[src/rtl/mrp_pkg.sv]
// Shared types, constants, micro-op codes and geometry helpers for the
// maxrects best-area-fit packer. Depends on nothing; every file but mrp_ram imports it.
`timescale 1ns / 1ps
`default_nettype none
package mrp_pkg;

   localparam int FREE_CAPACITY = 64;
   localparam int COORD_BITS    = 13;
   localparam int IDX_W         = $clog2(FREE_CAPACITY);
   localparam int CNT_W         = $clog2(FREE_CAPACITY + 1);
   localparam int POS_W         = COORD_BITS - 1;
   localparam int SUM_W         = COORD_BITS + 1;
   localparam int PROD_W        = 2 * COORD_BITS;
   localparam int BOX_W         = 4 * COORD_BITS;
   localparam int CSR_IDX_W     = 1;
   localparam logic [COORD_BITS-1:0] BIN_MAX = COORD_BITS'(1) << (COORD_BITS - 1);

   localparam logic [CSR_IDX_W-1:0] REG_BIN_WIDTH  = 1'b0;
   localparam logic [CSR_IDX_W-1:0] REG_BIN_HEIGHT = 1'b1;

   typedef logic [COORD_BITS-1:0] coord_type;

   typedef struct packed {
      coord_type x;
      coord_type y;
      coord_type w;
      coord_type h;
   } box_type;

   typedef logic [4:0] op_type;

   localparam op_type OP_NONE        = 5'd0;
   localparam op_type OP_INIT        = 5'd1;
   localparam op_type OP_ACCEPT      = 5'd2;
   localparam op_type OP_RD_FI       = 5'd3;
   localparam op_type OP_LATCH_F     = 5'd4;
   localparam op_type OP_SCMP        = 5'd5;
   localparam op_type OP_CLR_I       = 5'd6;
   localparam op_type OP_INC_I       = 5'd7;
   localparam op_type OP_START_CUT   = 5'd8;
   localparam op_type OP_LATCH_PIECE = 5'd9;
   localparam op_type OP_SEL_INC     = 5'd10;
   localparam op_type OP_RD_NJ       = 5'd11;
   localparam op_type OP_DEC_MARK    = 5'd12;
   localparam op_type OP_INC_J       = 5'd13;
   localparam op_type OP_RD_NMARK    = 5'd14;
   localparam op_type OP_SW_J        = 5'd15;
   localparam op_type OP_SW_MARK     = 5'd16;
   localparam op_type OP_APPEND      = 5'd17;
   localparam op_type OP_RD_FLAST    = 5'd18;
   localparam op_type OP_RM_WR       = 5'd19;
   localparam op_type OP_LATCH_PF    = 5'd20;
   localparam op_type OP_RD_NLAST    = 5'd21;
   localparam op_type OP_PRN_MV      = 5'd22;
   localparam op_type OP_CLR_J       = 5'd23;
   localparam op_type OP_DROP        = 5'd24;
   localparam op_type OP_MRG_WR      = 5'd25;
   localparam op_type OP_DONE        = 5'd26;

   typedef struct packed {
      op_type op;
   } cmd_type;

   typedef struct packed {
      logic i_lt_free;
      logic j_lt_mark;
      logic j_lt_new;
      logic free_full;
      logic found;
      logic overlap;
      logic piece_hit;
      logic sel_last;
      logic piece_in_old;
      logic old_in_piece;
      logic prune_hit;
      logic rsp_free;
   } status_type;

   // True when box a lies wholly inside box b
   function automatic logic lies_in(input box_type a, input box_type b);
      logic [SUM_W-1:0] ax2, ay2, bx2, by2;
      ax2 = SUM_W'(a.x) + SUM_W'(a.w);
      ay2 = SUM_W'(a.y) + SUM_W'(a.h);
      bx2 = SUM_W'(b.x) + SUM_W'(b.w);
      by2 = SUM_W'(b.y) + SUM_W'(b.h);
      return (a.x >= b.x) && (a.y >= b.y) && (ax2 <= bx2) && (ay2 <= by2);
   endfunction

endpackage
`default_nettype wire

[src/rtl/mrp_controller.sv]
// Sequencer of the packer: steps search, split, prune and merge one RAM
// access at a time. Uses mrp_pkg; drives mrp_datapath through cmd_type.
`timescale 1ns / 1ps
`default_nettype none
module mrp_controller import mrp_pkg::*; (
   input  wire logic       clock,
   input  wire logic       reset,
   input  wire logic       req_valid,
   output logic            req_ready,
   input  wire status_type status,
   output cmd_type         cmd
);

   localparam logic [4:0] S_INIT     = 5'd0;
   localparam logic [4:0] S_IDLE     = 5'd1;
   localparam logic [4:0] S_SRCH_RD  = 5'd2;
   localparam logic [4:0] S_SRCH_MUL = 5'd3;
   localparam logic [4:0] S_SRCH_CMP = 5'd4;
   localparam logic [4:0] S_SRCH_END = 5'd5;
   localparam logic [4:0] S_PLC_RD   = 5'd6;
   localparam logic [4:0] S_PLC_CHK  = 5'd7;
   localparam logic [4:0] S_PLC_OVL  = 5'd8;
   localparam logic [4:0] S_PIECE    = 5'd9;
   localparam logic [4:0] S_PNEXT    = 5'd10;
   localparam logic [4:0] S_ADD_RD   = 5'd11;
   localparam logic [4:0] S_ADD_CMP  = 5'd12;
   localparam logic [4:0] S_ADD_SW1  = 5'd13;
   localparam logic [4:0] S_ADD_SW2  = 5'd14;
   localparam logic [4:0] S_ADD_SW3  = 5'd15;
   localparam logic [4:0] S_ADD_APP  = 5'd16;
   localparam logic [4:0] S_RM_RD    = 5'd17;
   localparam logic [4:0] S_RM_WR    = 5'd18;
   localparam logic [4:0] S_PRN_I    = 5'd19;
   localparam logic [4:0] S_PRN_LF   = 5'd20;
   localparam logic [4:0] S_PRN_J    = 5'd21;
   localparam logic [4:0] S_PRN_CMP  = 5'd22;
   localparam logic [4:0] S_PRN_MV   = 5'd23;
   localparam logic [4:0] S_MRG_RD   = 5'd24;
   localparam logic [4:0] S_MRG_WR   = 5'd25;
   localparam logic [4:0] S_DONE     = 5'd26;

   logic [4:0] state_ff, state_in;

   always_comb begin
      state_in  = state_ff;
      cmd.op    = OP_NONE;
      req_ready = 1'b0;
      case (state_ff)
         S_INIT: begin
            cmd.op   = OP_INIT;
            state_in = S_IDLE;
         end
         S_IDLE: begin
            req_ready = 1'b1;
            if (req_valid) begin
               cmd.op   = OP_ACCEPT;
               state_in = S_SRCH_RD;
            end
         end
         S_SRCH_RD: begin
            if (status.i_lt_free) begin
               cmd.op   = OP_RD_FI;
               state_in = S_SRCH_MUL;
            end else begin
               state_in = S_SRCH_END;
            end
         end
         S_SRCH_MUL: begin
            cmd.op   = OP_LATCH_F;
            state_in = S_SRCH_CMP;
         end
         S_SRCH_CMP: begin
            cmd.op   = OP_SCMP;
            state_in = S_SRCH_RD;
         end
         S_SRCH_END: begin
            if (status.found) begin
               cmd.op   = OP_CLR_I;
               state_in = S_PLC_RD;
            end else begin
               state_in = S_DONE;
            end
         end
         S_PLC_RD: begin
            if (status.i_lt_free) begin
               cmd.op   = OP_RD_FI;
               state_in = S_PLC_CHK;
            end else begin
               cmd.op   = OP_CLR_I;
               state_in = S_PRN_I;
            end
         end
         S_PLC_CHK: begin
            cmd.op   = OP_LATCH_F;
            state_in = S_PLC_OVL;
         end
         S_PLC_OVL: begin
            if (status.overlap) begin
               cmd.op   = OP_START_CUT;
               state_in = S_PIECE;
            end else begin
               cmd.op   = OP_INC_I;
               state_in = S_PLC_RD;
            end
         end
         S_PIECE: begin
            if (status.piece_hit) begin
               cmd.op   = OP_LATCH_PIECE;
               state_in = S_ADD_RD;
            end else if (status.sel_last) begin
               state_in = S_RM_RD;
            end else begin
               cmd.op   = OP_SEL_INC;
               state_in = S_PIECE;
            end
         end
         S_PNEXT: begin
            if (status.sel_last) begin
               state_in = S_RM_RD;
            end else begin
               cmd.op   = OP_SEL_INC;
               state_in = S_PIECE;
            end
         end
         S_ADD_RD: begin
            if (status.j_lt_mark) begin
               cmd.op   = OP_RD_NJ;
               state_in = S_ADD_CMP;
            end else begin
               state_in = S_ADD_APP;
            end
         end
         S_ADD_CMP: begin
            if (status.piece_in_old) begin
               state_in = S_PNEXT;
            end else if (status.old_in_piece) begin
               cmd.op   = OP_DEC_MARK;
               state_in = S_ADD_SW1;
            end else begin
               cmd.op   = OP_INC_J;
               state_in = S_ADD_RD;
            end
         end
         S_ADD_SW1: begin
            cmd.op   = OP_RD_NMARK;
            state_in = S_ADD_SW2;
         end
         S_ADD_SW2: begin
            cmd.op   = OP_SW_J;
            state_in = S_ADD_SW3;
         end
         S_ADD_SW3: begin
            cmd.op   = OP_SW_MARK;
            state_in = S_ADD_RD;
         end
         S_ADD_APP: begin
            cmd.op   = OP_APPEND;
            state_in = S_PNEXT;
         end
         S_RM_RD: begin
            cmd.op   = OP_RD_FLAST;
            state_in = S_RM_WR;
         end
         S_RM_WR: begin
            cmd.op   = OP_RM_WR;
            state_in = S_PLC_RD;
         end
         S_PRN_I: begin
            if (status.i_lt_free) begin
               cmd.op   = OP_RD_FI;
               state_in = S_PRN_LF;
            end else begin
               cmd.op   = OP_CLR_J;
               state_in = S_MRG_RD;
            end
         end
         S_PRN_LF: begin
            cmd.op   = OP_LATCH_PF;
            state_in = S_PRN_J;
         end
         S_PRN_J: begin
            if (status.j_lt_new) begin
               cmd.op   = OP_RD_NJ;
               state_in = S_PRN_CMP;
            end else begin
               cmd.op   = OP_INC_I;
               state_in = S_PRN_I;
            end
         end
         S_PRN_CMP: begin
            if (status.prune_hit) begin
               cmd.op   = OP_RD_NLAST;
               state_in = S_PRN_MV;
            end else begin
               cmd.op   = OP_INC_J;
               state_in = S_PRN_J;
            end
         end
         S_PRN_MV: begin
            cmd.op   = OP_PRN_MV;
            state_in = S_PRN_J;
         end
         S_MRG_RD: begin
            if (!status.j_lt_new) begin
               state_in = S_DONE;
            end else if (status.free_full) begin
               cmd.op   = OP_DROP;
               state_in = S_DONE;
            end else begin
               cmd.op   = OP_RD_NJ;
               state_in = S_MRG_WR;
            end
         end
         S_MRG_WR: begin
            cmd.op   = OP_MRG_WR;
            state_in = S_MRG_RD;
         end
         S_DONE: begin
            if (status.rsp_free) begin
               cmd.op   = OP_DONE;
               state_in = S_IDLE;
            end
         end
         default: state_in = S_INIT;
      endcase
   end

   always_ff @(posedge clock) begin
      if (reset) begin
         state_ff <= S_INIT;
      end else begin
         state_ff <= state_in;
      end
   end

endmodule
`default_nettype wire

[config.mk]
export PLATFORM = sky130hd
export DESIGN_NAME = mrp_controller
export DESIGN_NICKNAME = d
export VERILOG_FILES = /design/src/rtl/mrp_pkg.sv /design/src/rtl/mrp_controller.sv
export SDC_FILE = /design/constraint.sdc
export NUM_CORES = 1
export LEC_CHECK = 0
export BUFFER_PORTS_ARGS = -buffer_cell sky130_fd_sc_hd__buf_4
export CAP_MARGIN = 25
export CORE_UTILIZATION = 50
export DETAILED_ROUTE_END_ITERATION = 8
export PLACE_DENSITY = 0.7
export RECOVER_POWER = 50
export REMOVE_ABC_BUFFERS = 1
export SYNTH_ARGS = -nofsm -noshare
export SYNTH_HDL_FRONTEND = slang
export SYNTH_SLANG_ARGS = --single-unit
[constraint.sdc]
create_clock -name clock -period 2.21 [get_ports clock]
set_input_delay 0.442 -clock clock [delete_from_list [all_inputs] [get_ports clock]]
set_output_delay 0.442 -clock clock [all_outputs]
set_load 0.02 [all_outputs]
==> implementation parameters <==
Parameter                              Value

Yosys
  Post-synthesis cell count ... 170
  Cell Area, Synth ... approximately 0.0011 mm2
  Number of enable flip-flop cells after synthesis ... 0
  Register bit total from synthesis ... 5
  Most area-hungry cell type in the Yosys netlist ... dfxtp_1
  Fraction of the yosys area taken by sequential cells ... under 10%
  Ys flop type ... dfxtp_1
  Warnings, synthesis ... 0
  Average cell area after synthesis ... 6.24 um2
  Number of unique standard cell types used by synthesis ... 48
  Dominant cells by area after synthesis ... dfxtp_1 9.4%, o21ai_0 6.6%, nand2_1 5.7%
  Synth top area share ... 9.43%
  FFs w/ async S/R, synth ... 0%

Timing
  Setup slack of the critical path after layout ... -0.0485 ns
  Slew Limit Fails ... 0
  Final critical delay including setup and external delays ... between 2 and 2.5 ns
  Final period utilization ... 102%
  Slew at the pin with the worst max-slew slack ... between 0.4 and 0.5 ns
  Rel. slew slack ... 68.8%
  Unrepaired setup endpoints after global routing ... true
  Final setup TNS ... -0.0669 ns
  Setup violation total in the final timing report ... 3
  Number of hold violations in the final report ... 0
  Clk_skew ... 0.000727 ns
  Fmax achieved ... 443 MHz

Cells and area
  Flip-flop count of the largest register after layout ... 5
  Final nets ... 224
  Synthesis-to-finish area growth ... 43.0%
  Fraction of layout instances using a drive strength above 1 ... between 30% and 40%
  Number of standard cells in the layout, taps in and fillers out ... 235
  Top Registers ... state_ff x5
  Diode insertion count for antenna repair ... 0
  Register with the most flip-flops ... state_ff

Floorplanning
  Total die area ... 0.00231 mm2
  Effective utilization at floorplan ... 53.5%
  Number of top-level pins ... 21
  Row count ... 16
  Die boundary height ... 48.1 um
  Die width ... just under 50 um
  Floorplan core area ... 0.00198 mm2

GRT
  Global routing usage summed across all routing layers ... a little under two fifths
  First-pass GRT wire length ... 6040 um
  Number of antenna violations at the first check in global routing ... 0
  Number of global-route vias before repair ... 1322
  Maximum number of pins on one net before global-route repair ... 25
  Grt ovf ... 0

Setup path
  Worst Path Required ... 1.77 ns
  Worst setup SP type ... flip-flop
  Worst R2R End ... state_ff[1]$_SDFFE_PP0P_
  Data arrival at the endpoint of the critical path ... 1.82 ns
  Setup slack of the most critical reg-to-reg path ... ~0.55 ns
  Crit Path Max Fanout ... 11
  Worst R2R Start ... state_ff[0]$_SDFFE_PP0P_
  Type of destination of the critical path ... output port
  Critical path type ... reg2out
  Reg2Reg Depth ... 4

Status
  Outcome ... complete, but fails checks
  Failing checks ... negative setup slack

Power and ir drop
  Peak supply drop ... 0.721 mV
  P_leak ... 0.614 nW
  Areal power density over the cells ... 1110 mW/mm2

Clocking
  Longest Clk Path Bufs ... 2
  Reg clk slew, reported paths ... 0.05 ns
  CTS root buf ... clkbuf_4
  CTS sink cnt ... 5
  TritonCTS buffer count ... 3
  Hold-fix buffers, CTS ... 0
  CTS H-Tree Depth ... 1
  Source-to-sink clock delay at the later pin of the worst-skew pair ... 0.25 ns
  Clock tree from TritonCTS ... yes

Drt
  Final wirelength ... 4270 um
  Vias per cell ... roughly 6.8
  Detailed router's first-iteration violation count ... 105
  Number of optimization iterations in the first detailed-route pass ... 5
  DRC violations left ... 0
  Routed len/inst ... 18.2 um
  Vias ... 1590
  Post-route antenna net violation count ... 0

Min path
  Worst hold path startpoint ... reset
  Worst min-delay path class ... in2reg
  Hold Crit Endpoint ... state_ff[2]$_SDFFE_PP0P_
  Worst Hold Path Cells ... 2

Job
  Number of max-cap violations ... 0

Placed design
  Post-placement cell count ... 231
  Final weighted congestion in routability-driven placement ... 1.00
  Half-perimeter wire length of the detailed placement result ... around 3300 um
  Number of buffers added on ports ... 20
==> through the flow <==
stage	hold slack (ns)	utilization, %	setup slack [ns]	instance area, um2	power (mW)
after global routing	0.373	76.6	-0.0706	1520	1.79
after detailed placement	0.631	70.8	0.130	1400	1.43
final	0.371	76.6	-0.0485	1520	1.69
after floorplan	0.511	-	-0.0237	982	0.855
after CTS	0.370	73.7	-0.0206	1460	1.57
after global placement	0.632	70.8	0.169	1400	1.41
==> Yosys cell counts, types with 5 or more instances <==
library cell  number
nor3_1             7
a21oi_1           11
dfxtp_1            5
nand3_1            6
a31oi_1            9
o21ai_0           14
nor2_1            13
inv_1              7
buf_2              9
nor2b_1            9
nand2b_1           8
clkbuf_1           5
nand4_1            5
nand2_1           16
==> critical path, cell delays in order, from the launching register on <==
cell and delay (ns):
dfxtp_4 0.38, or2_4 0.28, or4_4 0.49, o21ai_2 0.10
nor2_1 0.08, nand4_1 0.08, buf_4 0.15
==> cell type report <==
| type | count | area, um2 |
|---|---|---|
| timing repair buffer | 50 | 395 |
| fill | 160 | 464 |
| multi-input combinational | 142 | 925 |
| inverter | 7 | 26.3 |
| clock buffer | 4 | 26.3 |
| tap | 27 | 33.8 |
| sequential | 5 | 111 |
==> report_power, final <==
| group | total (mW) | switching (mW) | internal [mW] |
|---|---|---|---|
| clock network | 0.111 | 0.0425 | 0.0686 |
| registers | 0.211 | 0.0758 | 0.136 |
| logic | 1.37 | 0.734 | 0.632 |
| total | 1.69 | 0.853 | 0.836 |
==> cells by family (layout without fill, tap and decap cells) <==
logic type	after synthesis	count (layout)	share of synthesized area (%)
AOI/OAI and AO/OA	59	59	37.3
xor gates and xnor gates	2	2	1.65
buffers and inverters	23	61	9.91
DFF	5	5	9.43
muxes	1	1	0.943
and+or+nand+nor	80	80	40.8
==> how the worst max path moves through the flow <==
| stage | startpoint | depth (start not counted) | endpoint | slack [ns] |
|---|---|---|---|---|
| after floorplan | state_ff[4]$_SDFFE_PP0P_ | 3 | cmd[2] | -0.02 |
| after global placement | state_ff[2]$_SDFFE_PP0P_ | 7 | cmd[1] | 0.17 |
| after detailed placement | state_ff[1]$_SDFFE_PP0P_ | 6 | cmd[1] | 0.13 |
| after CTS | state_ff[0]$_SDFFE_PP0P_ | 6 | cmd[2] | -0.02 |
| after global routing | state_ff[0]$_SDFFE_PP0P_ | 7 | cmd[1] | -0.07 |
| final | state_ff[1]$_SDFFE_PP0P_ | 6 | cmd[1] | -0.05 |
==> layout by cell type, fill, tap and decap left out, types with 2 or more instances in the layout <==
cell type / instances
or2_2: 3
dfxtp_2: 3
o221ai_1: 2
buf_4: 47
nor2b_2: 4
nor2_1: 11
o31a_1: 2
or4_4: 3
o21ai_0: 12
clkbuf_4: 3
buf_6: 2
xnor2_1: 2
inv_1: 7
a31oi_1: 9
a21oi_1: 11
o22ai_1: 2
dfxtp_4: 2
nand2_1: 16
nand2b_1: 7
nand4_1: 5
nor3_1: 6
o2bb2ai_1: 2
nand3_1: 6
nor2_2: 2
nor2b_1: 5
==> layer usage <==
| layer | vias up | share of wire (%) | global-route usage [%] |
|---|---|---|---|
| met2 | 126 | 44 | 62.2 |
| met1 | 712 | 40 | 51.2 |
| met5 | - | 0 | 0 |
| met4 | 0 | 4.2 | 14.4 |
| li1 | 723 | - | - |
| met3 | 29 | 11 | 4.53 |
==> timing repair <==
action                                  CTS  global route
pin swaps                                 0             4
setup buffers                             0             0
endpoints found under the setup margin    4             5
cloned                                    0             0
resized for setup                        12            17
No activity file was read; power rests on OpenSTA's default activity.
